File: src/rtl/core/lbs_pkg.sv
// Package for the LED breathing sequencer: shared types, codes and sizes.
// No dependencies; used by every module in rtl/core.
package lbs_pkg;

    localparam int DEVICES_DEF = 2;
    localparam int SLOTS_DEF   = 4;
    localparam int MAX_RESULTS = 8;

    localparam logic [1:0] KIND_TICK  = 2'd0;
    localparam logic [1:0] KIND_START = 2'd1;
    localparam logic [1:0] KIND_STOP  = 2'd2;

    localparam logic [1:0] RES_STATUS = 2'd0;
    localparam logic [1:0] RES_OFF    = 2'd1;
    localparam logic [1:0] RES_DUTY   = 2'd2;

    localparam logic [1:0] ST_OK      = 2'd0;
    localparam logic [1:0] ST_BAD_DEV = 2'd1;
    localparam logic [1:0] ST_FULL    = 2'd2;

    localparam logic [1:0] MODE_IDLE    = 2'd0;
    localparam logic [1:0] MODE_SERVING = 2'd1;
    localparam logic [1:0] MODE_STOPPED = 2'd2;

    localparam logic [2:0] PH_IDLE    = 3'd0;
    localparam logic [2:0] PH_LOW     = 3'd1;
    localparam logic [2:0] PH_RISING  = 3'd2;
    localparam logic [2:0] PH_HIGH    = 3'd3;
    localparam logic [2:0] PH_FALLING = 3'd4;

    localparam logic [6:0] DUTY_FULL = 7'd100;

    // Commands from the controller to the datapath.
    typedef struct packed {
        logic load;      // capture an input request
        logic find;      // scan step over the current device slots
        logic init;      // write the start record into the selected slot
        logic stop;      // mark the matched slot stopped
        logic tick_slot; // update the current slot for a tick
        logic div_start; // launch the shared divider
        logic show_slot; // evaluate display of the current slot
        logic emit_stat; // push the status reply
        logic next_slot; // advance the slot walk
        logic finish;    // mark the last pushed result
    } lbs_cmd_t;

    // Status from the datapath to the controller.
    typedef struct packed {
        logic [1:0] kind;
        logic       dev_bad;
        logic       walk_done;
        logic       matched;
        logic       slots_full;
        logic       div_busy;
        logic       fifo_empty;
    } lbs_sts_t;

endpackage

File: src/rtl/core/lbs_div.sv
// Radix-2 restoring divider shared by the sequencer datapath.
// Depends on lbs_pkg; one quotient bit per cycle.
module lbs_div
    import lbs_pkg::*;
#(
    parameter int W = 32
) (
    input  logic         clk,
    input  logic         rst_n,
    input  logic         start,
    input  logic [W-1:0] dividend,
    input  logic [W-1:0] divisor,
    output logic         busy,
    output logic [W-1:0] quotient
);
    localparam int CW = $clog2(W + 1);

    logic [W-1:0]  quo_reg, quo_next;
    logic [W:0]    rem_reg, rem_next;
    logic [W-1:0]  dvs_reg, dvs_next;
    logic [CW-1:0] cnt_reg, cnt_next;
    logic          busy_reg, busy_next;
    logic [W:0]    trial;

    always_comb
    begin
        quo_next  = quo_reg;
        rem_next  = rem_reg;
        dvs_next  = dvs_reg;
        cnt_next  = cnt_reg;
        busy_next = busy_reg;
        trial     = {rem_reg[W-1:0], quo_reg[W-1]};
        if (start)
        begin
            quo_next  = dividend;
            rem_next  = '0;
            dvs_next  = divisor;
            cnt_next  = CW'(W);
            busy_next = 1'b1;
        end
        else if (busy_reg)
        begin
            if (trial >= {1'b0, dvs_reg})
            begin
                rem_next = trial - {1'b0, dvs_reg};
                quo_next = {quo_reg[W-2:0], 1'b1};
            end
            else
            begin
                rem_next = trial;
                quo_next = {quo_reg[W-2:0], 1'b0};
            end
            cnt_next = cnt_reg - 1'b1;
            if (cnt_reg == CW'(1))
                busy_next = 1'b0;
        end
    end

    always_ff @(posedge clk or negedge rst_n)
    begin
        if (!rst_n)
        begin
            busy_reg <= 1'b0;
            cnt_reg  <= '0;
        end
        else
        begin
            busy_reg <= busy_next;
            cnt_reg  <= cnt_next;
        end
    end

    always_ff @(posedge clk)
    begin
        quo_reg <= quo_next;
        rem_reg <= rem_next;
        dvs_reg <= dvs_next;
    end

    assign busy     = busy_reg;
    assign quotient = quo_reg;
endmodule

File: src/rtl/core/lbs_datapath.sv
// Datapath of the LED breathing sequencer: slot storage, tick arithmetic,
// duty computation through the shared divider and the result queue.
// Depends on lbs_pkg and lbs_div.
module lbs_datapath
    import lbs_pkg::*;
#(
    parameter int DEVICES = DEVICES_DEF,
    parameter int SLOTS   = SLOTS_DEF
) (
    input  logic       clk,
    input  logic       rst_n,
    input  lbs_cmd_t   cmd,
    output lbs_sts_t   sts,
    input  logic [1:0] kind,
    input  logic [7:0] device,
    input  logic [7:0] sub_id,
    input  logic [15:0] low_period,
    input  logic [15:0] rise_period,
    input  logic [15:0] high_period,
    input  logic [15:0] step_period,
    input  logic [15:0] total_period,
    input  logic [31:0] current_tick,
    output logic       out_valid,
    input  logic       out_ready,
    output logic [1:0] result_kind,
    output logic [7:0] out_device,
    output logic [7:0] out_sub_id,
    output logic [6:0] duty,
    output logic [1:0] status,
    output logic       last
);
    localparam int DW  = (DEVICES > 1) ? $clog2(DEVICES) : 1;
    localparam int SW  = (SLOTS > 1) ? $clog2(SLOTS) : 1;
    localparam int CNW = $clog2(SLOTS + 1);
    localparam int NS  = DEVICES * SLOTS;
    localparam int IW  = (NS > 1) ? $clog2(NS) : 1;
    localparam int QD  = MAX_RESULTS;
    localparam int QW  = $clog2(QD);

    // Captured request.
    logic [1:0]  kind_reg;
    logic [7:0]  dev_reg, sub_reg;
    logic [15:0] lowp_reg, risep_reg, highp_reg, stepp_reg, totp_reg;

    // Per-slot state, flat index dev*SLOTS+slot.
    logic [CNW-1:0] cnt_reg [DEVICES];
    logic [1:0]  mode_reg  [NS];
    logic [2:0]  ph_reg    [NS];
    logic [2:0]  shown_reg [NS];
    logic [31:0] cyc_reg   [NS];
    logic [15:0] stmr_reg  [NS];
    logic [15:0] snum_reg  [NS];
    logic [7:0]  sid_reg   [NS];
    logic [15:0] stot_reg  [NS];
    logic [15:0] plow_reg  [NS];
    logic [15:0] prise_reg [NS];
    logic [15:0] phigh_reg [NS];
    logic [15:0] pstep_reg [NS];
    logic [15:0] ptot_reg  [NS];
    logic [31:0] last_tick_reg;

    // Walk position.
    logic [DW-1:0] wdev_reg;
    logic [SW:0]   wslot_reg;
    logic          match_reg;
    logic [SW-1:0] mslot_reg;
    logic          wrap_reg;
    logic [31:0]   delta_reg;

    // Result queue.
    logic [1:0] q_kind [QD];
    logic [7:0] q_dev  [QD];
    logic [7:0] q_sub  [QD];
    logic [6:0] q_duty [QD];
    logic [1:0] q_st   [QD];
    logic       q_last [QD];
    logic [QW-1:0] q_wr_reg, q_rd_reg;
    logic [QW:0]   q_cnt_reg;
    logic [QW:0]   n_reg;
    logic [QW-1:0] last_idx_reg;

    logic [DW-1:0]  cdev;
    logic [IW-1:0]  cidx, midx, aidx;
    logic           dev_bad;
    logic [CNW-1:0] ccnt;
    logic           walk_done;

    logic        div_busy;
    logic [31:0] div_q;
    logic [31:0] div_a, div_b;

    assign dev_bad = (dev_reg >= 8'(DEVICES));
    assign cdev    = (kind_reg == KIND_TICK) ? wdev_reg : dev_reg[DW-1:0];
    assign ccnt    = cnt_reg[cdev];
    assign cidx    = IW'(cdev) * IW'(SLOTS) + IW'(wslot_reg);
    assign midx    = IW'(dev_reg[DW-1:0]) * IW'(SLOTS) + IW'(mslot_reg);
    assign aidx    = IW'(dev_reg[DW-1:0]) * IW'(SLOTS) + IW'(ccnt[SW-1:0]);
    assign walk_done = (wslot_reg >= (SW+1)'(ccnt)) || (wslot_reg >= (SW+1)'(SLOTS));

    // Divider input: step_total at start, or step*100 / total at show time.
    always_comb
    begin
        if (kind_reg == KIND_START)
        begin
            div_a = {16'd0, risep_reg};
            div_b = {16'd0, stepp_reg};
        end
        else
        begin
            div_a = {16'd0, snum_reg[cidx]} * 32'd100;
            div_b = {16'd0, stot_reg[cidx]};
        end
    end

    lbs_div #(.W(32)) u_div (
        .clk      (clk),
        .rst_n    (rst_n),
        .start    (cmd.div_start),
        .dividend (div_a),
        .divisor  (div_b),
        .busy     (div_busy),
        .quotient (div_q)
    );

    // Push request into the queue.
    logic       push;
    logic [1:0] p_kind;
    logic [6:0] p_duty;
    logic [1:0] p_st;
    logic [7:0] p_sub;
    logic [7:0] p_dev;
    logic [2:0] ph_c;
    logic [6:0] ramp;
    logic       pop;

    assign ph_c = ph_reg[cidx];
    assign ramp = (stot_reg[cidx] == 16'd0 || div_q > 32'd100) ? DUTY_FULL : div_q[6:0];
    assign pop  = out_valid && out_ready;

    always_comb
    begin
        push   = 1'b0;
        p_kind = RES_STATUS;
        p_duty = '0;
        p_st   = ST_OK;
        p_sub  = sub_reg;
        p_dev  = dev_reg;
        if (cmd.emit_stat)
        begin
            push = 1'b1;
            p_st = dev_bad ? ST_BAD_DEV
                 : (kind_reg == KIND_START && !match_reg
                    && ccnt >= CNW'(SLOTS)) ? ST_FULL : ST_OK;
        end
        else if (cmd.stop && match_reg)
        begin
            push   = 1'b1;
            p_kind = RES_OFF;
        end
        else if (cmd.show_slot && ph_c != PH_IDLE && ph_c <= PH_FALLING
                 && shown_reg[cidx] != ph_c)
        begin
            push  = 1'b1;
            p_dev = 8'(wdev_reg);
            p_sub = sid_reg[cidx];
            case (ph_c)
                PH_LOW:     p_kind = RES_OFF;
                PH_HIGH:    begin p_kind = RES_DUTY; p_duty = DUTY_FULL; end
                PH_RISING:  begin p_kind = RES_DUTY; p_duty = ramp; end
                PH_FALLING: begin p_kind = RES_DUTY; p_duty = DUTY_FULL - ramp; end
                default:    p_kind = RES_OFF;
            endcase
        end
    end

    logic do_push;
    assign do_push = push && (n_reg < (QW+1)'(QD));

    // Tick arithmetic for the current slot.
    logic [31:0] c_new;
    logic [15:0] t_new, n_new;
    logic [2:0]  p_new;
    logic [31:0] lr, lrh;
    logic        fade_hit;

    always_comb
    begin
        c_new    = wrap_reg ? 32'd0 : cyc_reg[cidx] + delta_reg;
        t_new    = wrap_reg ? stmr_reg[cidx] : stmr_reg[cidx] + delta_reg[15:0];
        n_new    = snum_reg[cidx];
        p_new    = wrap_reg ? PH_IDLE : ph_reg[cidx];
        fade_hit = 1'b0;
        lr       = {16'd0, plow_reg[cidx]} + {16'd0, prise_reg[cidx]};
        lrh      = lr + {16'd0, phigh_reg[cidx]};
        if (mode_reg[cidx] == MODE_SERVING)
        begin
            if (p_new == PH_IDLE)
                p_new = PH_LOW;
            if (c_new >= {16'd0, ptot_reg[cidx]})
            begin
                p_new = PH_LOW; c_new = '0; n_new = '0; t_new = '0;
            end
            else if (c_new >= lrh)
            begin
                p_new    = PH_FALLING;
                fade_hit = 1'b1;
            end
            else if (c_new >= lr)
            begin
                p_new = PH_HIGH; n_new = '0; t_new = '0;
            end
            else if (c_new >= {16'd0, plow_reg[cidx]})
            begin
                p_new    = PH_RISING;
                fade_hit = 1'b1;
            end
        end
    end

    // A step is only taken when the fade branch itself was reached this tick.
    logic stepping;
    assign stepping = fade_hit && (t_new >= pstep_reg[cidx]);

    always_ff @(posedge clk)
    begin
        if (cmd.load)
        begin
            kind_reg  <= kind;
            dev_reg   <= device;
            sub_reg   <= sub_id;
            lowp_reg  <= low_period;
            risep_reg <= rise_period;
            highp_reg <= high_period;
            stepp_reg <= step_period;
            totp_reg  <= total_period;
        end
        if (cmd.init)
        begin
            sid_reg[match_reg ? midx : aidx]   <= sub_reg;
            plow_reg[match_reg ? midx : aidx]  <= lowp_reg;
            prise_reg[match_reg ? midx : aidx] <= risep_reg;
            phigh_reg[match_reg ? midx : aidx] <= highp_reg;
            pstep_reg[match_reg ? midx : aidx] <= stepp_reg;
            ptot_reg[match_reg ? midx : aidx]  <= totp_reg;
            stot_reg[match_reg ? midx : aidx]  <=
                (stepp_reg == 16'd0) ? 16'hFFFF : div_q[15:0];
        end
        if (do_push)
        begin
            q_kind[q_wr_reg] <= p_kind;
            q_dev[q_wr_reg]  <= p_dev;
            q_sub[q_wr_reg]  <= p_sub;
            q_duty[q_wr_reg] <= p_duty;
            q_st[q_wr_reg]   <= p_st;
            q_last[q_wr_reg] <= 1'b0;
        end
        if (cmd.finish && n_reg != '0)
            q_last[last_idx_reg] <= 1'b1;
    end

    always_ff @(posedge clk or negedge rst_n)
    begin
        if (!rst_n)
        begin
            for (int i = 0; i < DEVICES; i++)
                cnt_reg[i] <= '0;
            for (int i = 0; i < NS; i++)
            begin
                mode_reg[i]  <= MODE_IDLE;
                ph_reg[i]    <= PH_IDLE;
                shown_reg[i] <= PH_IDLE;
                cyc_reg[i]   <= '0;
                stmr_reg[i]  <= '0;
                snum_reg[i]  <= '0;
            end
            last_tick_reg <= '0;
            wdev_reg      <= '0;
            wslot_reg     <= '0;
            match_reg     <= 1'b0;
            mslot_reg     <= '0;
            wrap_reg      <= 1'b0;
            delta_reg     <= '0;
            q_wr_reg      <= '0;
            q_rd_reg      <= '0;
            q_cnt_reg     <= '0;
            n_reg         <= '0;
            last_idx_reg  <= '0;
        end
        else
        begin
            if (cmd.load)
            begin
                wdev_reg  <= '0;
                wslot_reg <= '0;
                match_reg <= 1'b0;
                n_reg     <= '0;
                wrap_reg  <= last_tick_reg > current_tick;
                delta_reg <= (last_tick_reg > current_tick) ? 32'd0
                                                            : current_tick - last_tick_reg;
                if (kind == KIND_TICK)
                    last_tick_reg <= (last_tick_reg > current_tick) ? 32'd0 : current_tick;
            end
            if (cmd.find && !walk_done && !match_reg)
            begin
                if (sid_reg[cidx] == sub_reg
                    && (mode_reg[cidx] == MODE_SERVING
                        || (kind_reg == KIND_START && mode_reg[cidx] == MODE_STOPPED)))
                begin
                    match_reg <= 1'b1;
                    mslot_reg <= wslot_reg[SW-1:0];
                end
                else
                    wslot_reg <= wslot_reg + 1'b1;
            end
            if (cmd.init)
            begin
                mode_reg[match_reg ? midx : aidx] <= MODE_SERVING;
                cyc_reg[match_reg ? midx : aidx]  <= '0;
                ph_reg[match_reg ? midx : aidx]   <= PH_IDLE;
                if (!match_reg)
                    cnt_reg[dev_reg[DW-1:0]] <= ccnt + 1'b1;
            end
            if (cmd.stop && match_reg)
                mode_reg[midx] <= MODE_STOPPED;
            if (cmd.tick_slot)
            begin
                cyc_reg[cidx]  <= c_new;
                ph_reg[cidx]   <= p_new;
                stmr_reg[cidx] <= stepping ? 16'd0 : t_new;
                snum_reg[cidx] <= stepping ? n_new + 16'd1 : n_new;
                if (stepping)
                    shown_reg[cidx] <= PH_IDLE;
            end
            if (cmd.show_slot && push)
                shown_reg[cidx] <= ph_c;
            if (cmd.next_slot)
            begin
                if (walk_done)
                begin
                    wslot_reg <= '0;
                    wdev_reg  <= wdev_reg + 1'b1;
                end
                else
                    wslot_reg <= wslot_reg + 1'b1;
            end
            if (do_push)
            begin
                q_wr_reg     <= q_wr_reg + 1'b1;
                last_idx_reg <= q_wr_reg;
                n_reg        <= n_reg + 1'b1;
            end
            q_cnt_reg <= q_cnt_reg + (QW+1)'(do_push) - (QW+1)'(pop);
            if (pop)
                q_rd_reg <= q_rd_reg + 1'b1;
        end
    end

    // A result only leaves once its item is finished, so last is settled.
    logic [QW:0]  ready_cnt_reg;
    always_ff @(posedge clk or negedge rst_n)
    begin
        if (!rst_n)
            ready_cnt_reg <= '0;
        else
            ready_cnt_reg <= ready_cnt_reg + (cmd.finish ? n_reg : '0) - (QW+1)'(pop);
    end

    assign out_valid   = (ready_cnt_reg != '0);
    assign result_kind = q_kind[q_rd_reg];
    assign out_device  = q_dev[q_rd_reg];
    assign out_sub_id  = q_sub[q_rd_reg];
    assign duty        = q_duty[q_rd_reg];
    assign status      = q_st[q_rd_reg];
    assign last        = q_last[q_rd_reg];

    assign sts.kind       = kind_reg;
    assign sts.dev_bad    = dev_bad;
    assign sts.walk_done  = walk_done;
    assign sts.matched    = match_reg;
    assign sts.slots_full = (ccnt >= CNW'(SLOTS));
    assign sts.div_busy   = div_busy;
    assign sts.fifo_empty = (q_cnt_reg == '0);

    assert property (@(posedge clk) disable iff (!rst_n)
        q_cnt_reg <= (QW+1)'(QD))
        else $error("result queue overflow");
    assert property (@(posedge clk) disable iff (!rst_n)
        ready_cnt_reg <= q_cnt_reg)
        else $error("released results exceed queued results");
    assert property (@(posedge clk) disable iff (!rst_n)
        cmd.div_start |=> div_busy)
        else $error("divider did not start");
endmodule

File: src/rtl/core/lbs_ctrl.sv
// Controller of the LED breathing sequencer: sequences each request through
// the datapath. Depends on lbs_pkg.
module lbs_ctrl
    import lbs_pkg::*;
#(
    parameter int DEVICES = DEVICES_DEF
) (
    input  logic     clk,
    input  logic     rst_n,
    input  logic     in_valid,
    output logic     in_ready,
    input  lbs_sts_t sts,
    output lbs_cmd_t cmd
);
    localparam int DW = (DEVICES > 1) ? $clog2(DEVICES) : 1;

    typedef enum logic [9:0] {
        S_IDLE  = 10'b0000000001,
        S_DISP  = 10'b0000000010,
        S_FIND  = 10'b0000000100,
        S_DIVW  = 10'b0000001000,
        S_INIT  = 10'b0000010000,
        S_STAT  = 10'b0000100000,
        S_TSLOT = 10'b0001000000,
        S_TDIV  = 10'b0010000000,
        S_TSHOW = 10'b0100000000,
        S_DONE  = 10'b1000000000
    } state_t;

    state_t state_reg, state_next;
    logic [DW:0] dev_reg, dev_next;

    always_comb
    begin
        state_next = state_reg;
        dev_next   = dev_reg;
        cmd        = '0;
        in_ready   = 1'b0;
        case (state_reg)
            S_IDLE:
            begin
                in_ready = sts.fifo_empty;
                if (in_valid && sts.fifo_empty)
                begin
                    cmd.load   = 1'b1;
                    dev_next   = '0;
                    state_next = S_DISP;
                end
            end
            S_DISP:
            begin
                if (sts.kind == KIND_TICK)
                    state_next = S_TSLOT;
                else if (sts.kind == KIND_START || sts.kind == KIND_STOP)
                    state_next = sts.dev_bad ? S_STAT : S_FIND;
                else
                    state_next = S_DONE;
            end
            S_FIND:
            begin
                cmd.find = 1'b1;
                if (sts.matched || sts.walk_done)
                begin
                    cmd.find = 1'b0;
                    if (sts.kind == KIND_STOP)
                    begin
                        cmd.stop   = 1'b1;
                        state_next = S_STAT;
                    end
                    else
                    begin
                        cmd.div_start = 1'b1;
                        state_next    = S_DIVW;
                    end
                end
            end
            S_DIVW:
            begin
                if (!sts.div_busy)
                    state_next = S_INIT;
            end
            S_INIT:
            begin
                // A full device gets no new slot; the status says so.
                cmd.emit_stat = 1'b1;
                cmd.init      = sts.matched || !sts.slots_full;
                state_next    = S_DONE;
            end
            S_STAT:
            begin
                cmd.emit_stat = 1'b1;
                state_next    = S_DONE;
            end
            S_TSLOT:
            begin
                if (dev_reg >= (DW+1)'(DEVICES))
                    state_next = S_DONE;
                else if (sts.walk_done)
                begin
                    cmd.next_slot = 1'b1;
                    dev_next      = dev_reg + 1'b1;
                end
                else
                begin
                    cmd.tick_slot = 1'b1;
                    state_next    = S_TDIV;
                end
            end
            S_TDIV:
            begin
                cmd.div_start = 1'b1;
                state_next    = S_TSHOW;
            end
            S_TSHOW:
            begin
                if (!sts.div_busy)
                begin
                    cmd.show_slot = 1'b1;
                    cmd.next_slot = 1'b1;
                    state_next    = S_TSLOT;
                end
            end
            S_DONE:
            begin
                cmd.finish = 1'b1;
                state_next = S_IDLE;
            end
            default:
                state_next = S_IDLE;
        endcase
    end

    always_ff @(posedge clk or negedge rst_n)
    begin
        if (!rst_n)
        begin
            state_reg <= S_IDLE;
            dev_reg   <= '0;
        end
        else
        begin
            state_reg <= state_next;
            dev_reg   <= dev_next;
        end
    end

    assert property (@(posedge clk) disable iff (!rst_n)
        $onehot(state_reg))
        else $error("controller state not one-hot");
    assert property (@(posedge clk) disable iff (!rst_n)
        in_ready |-> state_reg == S_IDLE)
        else $error("request taken outside idle");
    assert property (@(posedge clk) disable iff (!rst_n)
        cmd.finish |=> state_reg == S_IDLE)
        else $error("finish did not return to idle");
endmodule

File: src/rtl/core/led_breathing_sequencer_top.sv
// Top level of the LED breathing sequencer: joins controller and datapath.
// Depends on lbs_pkg, lbs_ctrl, lbs_datapath and lbs_div.
//
// Usage: one input channel (in_valid/in_ready) carries tick, start and stop
// requests; one output channel (out_valid/out_ready) carries result items,
// with last set on the final result caused by a request.
// A start request runs the search over the device's slots and a wait on the
// step_total division in the shared divider. A stop runs the same search.
// A tick walks every allocated slot of every device; each slot waits on
// the duty division in the shared divider.
// Results are queued (up to eight per request) and are released once the
// request is finished; the next request is accepted once the queue drained,
// so a stalling receiver holds the block in idle with in_ready low.
// Reset clears the slot counts, each slot's mode, phase and timers, the tick
// reference and the result queue pointers; no clearing pass is needed.
module led_breathing_sequencer_top
    import lbs_pkg::*;
#(
    parameter int DEVICES = DEVICES_DEF,
    parameter int SLOTS   = SLOTS_DEF
) (
    input  logic        clk,
    input  logic        rst_n,
    input  logic        in_valid,
    output logic        in_ready,
    input  logic [1:0]  kind,
    input  logic [7:0]  device,
    input  logic [7:0]  sub_id,
    input  logic [15:0] low_period,
    input  logic [15:0] rise_period,
    input  logic [15:0] high_period,
    input  logic [15:0] step_period,
    input  logic [15:0] total_period,
    input  logic [31:0] current_tick,
    output logic        out_valid,
    input  logic        out_ready,
    output logic [1:0]  result_kind,
    output logic [7:0]  out_device,
    output logic [7:0]  out_sub_id,
    output logic [6:0]  duty,
    output logic [1:0]  status,
    output logic        last
);
    lbs_cmd_t cmd;
    lbs_sts_t sts;

    lbs_ctrl #(.DEVICES(DEVICES)) u_ctrl (
        .clk      (clk),
        .rst_n    (rst_n),
        .in_valid (in_valid),
        .in_ready (in_ready),
        .sts      (sts),
        .cmd      (cmd)
    );

    lbs_datapath #(.DEVICES(DEVICES), .SLOTS(SLOTS)) u_dp (
        .clk          (clk),
        .rst_n        (rst_n),
        .cmd          (cmd),
        .sts          (sts),
        .kind         (kind),
        .device       (device),
        .sub_id       (sub_id),
        .low_period   (low_period),
        .rise_period  (rise_period),
        .high_period  (high_period),
        .step_period  (step_period),
        .total_period (total_period),
        .current_tick (current_tick),
        .out_valid    (out_valid),
        .out_ready    (out_ready),
        .result_kind  (result_kind),
        .out_device   (out_device),
        .out_sub_id   (out_sub_id),
        .duty         (duty),
        .status       (status),
        .last         (last)
    );
endmodule
File: config.mk
export PLATFORM = sky130hd
export DESIGN_NAME = led_breathing_sequencer_top
export DESIGN_NICKNAME = d
export VERILOG_FILES = /design/src/rtl/core/lbs_pkg.sv /design/src/rtl/core/lbs_div.sv /design/src/rtl/core/lbs_datapath.sv /design/src/rtl/core/lbs_ctrl.sv /design/src/rtl/core/led_breathing_sequencer_top.sv
export SDC_FILE = /design/constraint.sdc
export NUM_CORES = 2
export LEC_CHECK = 0
export ABC_AREA = 1
export BUFFER_PORTS_ARGS = -buffer_cell sky130_fd_sc_hd__buf_4
export CELL_PAD_IN_SITES_DETAIL_PLACEMENT = 1
export CELL_PAD_IN_SITES_GLOBAL_PLACEMENT = 1
export CORE_UTILIZATION = 56
export CTS_BUF_LIST = sky130_fd_sc_hd__clkbuf_2 sky130_fd_sc_hd__clkbuf_4 sky130_fd_sc_hd__clkbuf_8
export DETAILED_ROUTE_END_ITERATION = 8
export HOLD_SLACK_MARGIN = 0.06
export PLACE_DENSITY = 0.95
export SLEW_MARGIN = 20
export SYNTH_ARGS = -nofsm -noshare
export SYNTH_HDL_FRONTEND = slang
export SYNTH_HIERARCHICAL = 1
export SYNTH_SLANG_ARGS = --single-unit
File: constraint.sdc
create_clock -name clk -period 19.9 [get_ports clk]
set_clock_uncertainty 0.05 [all_clocks]
set_input_delay 3.98 -clock clk [delete_from_list [all_inputs] [get_ports clk]]
set_output_delay 3.98 -clock clk [all_outputs]
set_load 0.005 [all_outputs]
==> results of run 1 <==
[synthesized netlist by cell type (all sizes together), types with 4 or more instances]
cell type / n / share of area (%)
mux2: 4 / 0.050
xnor2: 56 / 0.57
or2: 49 / 0.34
o22ai: 396 / 2.8
nand2: 1668 / 7.1
fa: 19 / 0.43
edfxtp: 1210 / 41
o21ai: 891 / 5.0
a31oi: 42 / 0.29
nor2: 517 / 2.4
and2: 5 / 0.035
nand3b: 30 / 0.25
ha: 305 / 4.3
o21bai: 19 / 0.16
nand4: 64 / 0.48
a21boi: 6 / 0.050
nor3: 39 / 0.25
a211oi: 10 / 0.10
o31ai: 7 / 0.059
or4: 82 / 0.69
buf: 120 / 0.64
clkbuf: 291 / 1.2
dfrtp: 693 / 19
a21oi: 257 / 1.5
o211ai: 5 / 0.042
a221oi: 91 / 0.89
nor4: 18 / 0.13
nand3: 563 / 3.3
xor2: 58 / 0.59
dfxtp: 40 / 0.90
a21o: 11 / 0.092
a22o: 138 / 1.4
inv: 896 / 3.8
[stage by stage]
step           hold slack, ns  setup WS, ns  instances  area, µm²
3_3_place_gp            0.407          8.59      10600      92600
4_1_cts                 0.432          5.97      11100      99000
2_1_floorplan           0.391          9.47       8648      89400
3_5_place_dp            0.419          7.60      10600      92600
[cells by family after synthesis]
kind of cell / count (synthesis)
AND/OR/NAND/NOR: 3038
AO/OA/AOI/OAI: 1890
buffers and inverters: 1309
multiplexers: 4
adder cells (fa/ha/maj): 324
flip-flops: 1944
XOR/XNOR: 114
other: 1
[per-layer routing]
layer	global-route usage, %	overflow
met1	74.4	4
met2	88.0	28
met3	70.5	13
met4	74.3	35
met5	58.0	1
==> flow_metrics.tcl, run 1 <==
set metrics [dict create \
    synth-seq-cells 1944 \
    ctsHoldBuffers 0 \
    cts_made_buffers 329 \
    ctsResizeCount 0 \
    yosysWarningCount 6 \
    synthAdderAreaFrac_pct 4.70 \
    cts_sinks 1944 \
    synth.distinct_cells 71 \
    cts_setup_buffers 0 \
    tool.error "[ERROR GRT-0232] Routing congestion too high. Check the congestion heatmap in the GUI." \
    start_util_pct 56.4 \
    htree_levels 5 \
    synth_top_flop_cell "edfxtp_1" \
    place_congestion 0.916 \
    cts-root-buf "clkbuf_8" \
    overflow 81 \
    yosys.area_share.xor_xnor_pct 1.16 \
    synth-compound-area-share_pct 12.5 \
    syn_area_um2 89300 \
    synthCells 8624 \
    antenna_found_initial 87 \
    muxShareOfSynthArea_pct 0.0504 \
    synth_simple_gate_area_share_pct 15.0 \
    die_height_um 401 \
    ys_async_sr_fraction_pct 35.7 \
    gr-usage-all-layers_pct 77.0 \
    status "stopped before the end" \
    dp_hpwl_mm 215 \
    synth_top_family_by_area "simple AND/OR/NAND/NOR gates" \
    yosysSeqAreaShare_pct 61.0 \
    grt_max_degree 148 \
    rows 146 \
    syn_avg_cell_area_um2 10.4 \
    synth_edf_count 1210 \
    clockBufferDepth 4 \
    io_pins 164 \
    io_buffers 163 \
    die_x_um 401 \
    lastStage "global routing (5_1_grt)" \
]
==> run 2: changes to the inputs <==
CELL_PAD_IN_SITES_DETAIL_PLACEMENT = default   (was 1)
CELL_PAD_IN_SITES_GLOBAL_PLACEMENT = default   (was 1)
CORE_UTILIZATION = 40   (was 56)
CTS_BUF_LIST = default   (was sky130_fd_sc_hd__clkbuf_2 sky130_fd_sc_hd__clkbuf_4 sky130_fd_sc_hd__clkbuf_8)
HOLD_SLACK_MARGIN = default   (was 0.06)
PLACE_DENSITY = default   (was 0.95)
PLACE_DENSITY_LB_ADDON = 0.15   (was default)
==> flow_metrics.tcl, run 2 <==
set metrics [dict create \
    min_period_over_period_pct 60.9 \
    post_dp_cell_area_um2 93900 \
    io_pins 164 \
    end_kind "flip-flop" \
    route.vias.total 65700 \
    slew-limit-headroom_pct 23.7 \
    synth_top_cell_by_area "edfxtp_1" \
    rsz0062_at_grt "no" \
    syn_avg_cell_area_um2 10.4 \
    seq_area_um2 54500 \
    die_height_um 475 \
    antenna_found_initial 8 \
    vias_per_cell 5.52 \
    ctsHoldBuffers 0 \
    cts_setup_buffers 0 \
    routedWlPerCell_um 23.2 \
    hold_viol_final 0 \
    synth-seq-cells 1944 \
    drt_iter0_drc 6588 \
    max-vdd-ir-drop_mv 0.145 \
    synthCells 8624 \
    synth_area_leaders "edfxtp_1, dfrtp_1, nand2_1, o21ai_0, ha_1" \
    crit_path_max_fanout 74 \
    synth_edf_count 1210 \
    grt_pass1_wl_mm 414 \
    yosysWarningCount 6 \
    arrival_ns 12.76 \
    dp_hpwl_mm 170 \
    swShare_pct 39.7 \
    max_freq_mhz 82.6 \
    final_area_um2 101000 \
    layout_common_cells "nand2_1, edfxtp_1, inv_1, o21ai_0, dfrtp_1" \
    drc 0 \
    synth.distinct_cells 71 \
    setup_viol_count_final 0 \
    synth_top_flop_cell "edfxtp_1" \
    clk_pin_slew_worst_paths_ns 0.06 \
    min_period_ns 12.11 \
    first_pass_iters 8 \
    grt_pass1_vias 64200 \
    htree_levels 4 \
    cts_sinks 1944 \
    core-area_um2 222000 \
    clk_latency_ns 0.89 \
    place_congestion 0.888 \
    yosysSeqAreaShare_pct 61.0 \
    synth_commonest_cells "nand2_1, edfxtp_1, inv_1" \
    p_leak_nw 41.9 \
    die_area_um2 225000 \
    p_clk_share_pct 26.8 \
    postRouteAntennaNets 0 \
    hold_path.class "reg -> reg" \
    gr-usage-all-layers_pct 24.4 \
    final_common_cell "nand2_1" \
    start_util_pct 40.2 \
    cts-root-buf "clkbuf_16" \
    clockBufferDepth 3 \
    largest_reg_flops 256 \
    worst_slew_pin_slew_ns 1.14 \
    rows 173 \
    cp_data_required_time_ns 20.55 \
    syn_area_um2 89300 \
    internal-power_mw 8.86 \
    slowest_delay_ns 0.76 \
    cts_tree "built" \
    p_comb_share_pct 38.6 \
    overflow 0 \
    drive_gt1_share_pct 9.40 \
    hold_slack_ns 0.419 \
    ys_async_sr_fraction_pct 35.7 \
    critPathKind "reg -> reg" \
    cp_common_cell "nand2_1" \
    crit_slowest_cell "dfrtp_1" \
    seqPwrFrac_pct 34.6 \
    ctsResizeCount 0 \
    die_x_um 475 \
    powerDensity_nw_per_um2 146 \
    cts_made_buffers 210 \
    wirelength_mm 276 \
    maxCapViolations 0 \
    grt_max_degree 124 \
    io_buffers 163 \
    multi_input_area_um2 30000 \
    tns_ns 0 \
    n_fill_cell 20800 \
    area_delta_synth_final_pct 13.0 \
    yosys.area.top_type_share_pct 40.7 \
    status "finished, final reports clean" \
    cp-start-kind "flip-flop" \
    drv_slew 0 \
    p_sw_mw 5.84 \
    yosysMostFrequentCell "nand2_1" \
    nNetsFinal 9186 \
]
[run 2: cell counts after synthesis]
Identical to the previous run, type by type.
[run 2: cell families (layout without fill, tap and decap cells)]
family | count (synthesis) | in the layout | synth area share, %
AND/OR/NAND/NOR | 3038 | 3038 | 15.0
other | 1 | 32 | 0.00420
flip-flops | 1944 | 1944 | 61.0
XOR/XNOR | 114 | 114 | 1.16
buffers and inverters | 1309 | 1575 | 5.64
adder cells (fa/ha/maj) | 324 | 324 | 4.70
AO/OA/AOI/OAI | 1890 | 1890 | 12.5
multiplexers | 4 | 4 | 0.0504
[run 2: stage by stage]
step	util [%]	worst slack, ns	std cells	total power, mW
after CTS	45.4	7.94	11900	14.8
final	45.5	7.79	11900	14.7
after global placement	42.3	8.03	11500	10.7
after detailed placement	42.3	7.96	11500	10.8
after global routing	45.4	6.90	11900	15.6
after floorplan	-	9.47	8648	8.81
[run 2: cell type report]
class,count,area share [%]
inverter,898,3.43
tap,2975,3.69
multi-input combinational,5395,29.7
sequential,1944,54.0
antenna,7,0.0174
clock buffer,270,5.65
timing repair buffer,279,2.15
clock inverter,128,1.33
[run 2: power by group through the flow]
| stage | Clock [mW] | Combinational [mW] | Sequential, mW |
|---|---|---|---|
| after floorplan | 0 | 3.83 | 4.98 |
| after global placement | 0 | 5.57 | 5.16 |
| after detailed placement | 0 | 5.63 | 5.17 |
| after CTS | 4.02 | 5.67 | 5.09 |
| after global routing | 4.18 | 6.34 | 5.12 |
| final | 3.94 | 5.67 | 5.09 |
[run 2: critical path: cells and delay by family, from the launching register on]
kind / cells / cell delay [ns]
adder cells (fa/ha/maj): 4 / 1.30
buffers and inverters: 7 / 2.07
XOR/XNOR: 3 / 0.82
AO/OA/AOI/OAI: 17 / 2.83
AND/OR/NAND/NOR: 28 / 3.99
flip-flops: 1 / 0.76
[run 2: routing by layer]
metal / vias up / share of wire [%] / GRT usage [%]
li1: 30300 / - / -
met1: 32600 / 45 / 34.6
met2: 2266 / 46 / 38.8
met3: 427 / 6.7 / 3.55
met4: 0 / 2.7 / 6.99
met5: - / 0 / 0
[run 2: path summary, 6_finish.rpt]
check	startpoint	to	slack, ns	depth (start not counted)
min in group asynchronous	rst_n	u_dp/cyc_reg[57]	3.14	1
worst max-delay path	u_dp/wslot_reg[0]	u_dp/snum_reg[23]	7.79	59
worst max register to register	u_dp/wslot_reg[0]	u_dp/snum_reg[23]	7.79	59
max in group asynchronous	rst_n	u_dp/cyc_reg[193]	13.71	4
worst min-delay path	u_dp/u_div/rem_reg[30]	u_dp/u_div/rem_reg[30]	0.42	2
worst min register to register	u_dp/u_div/rem_reg[30]	u_dp/u_div/rem_reg[30]	0.42	2
Note: power is estimated with default switching activity, not from simulation.
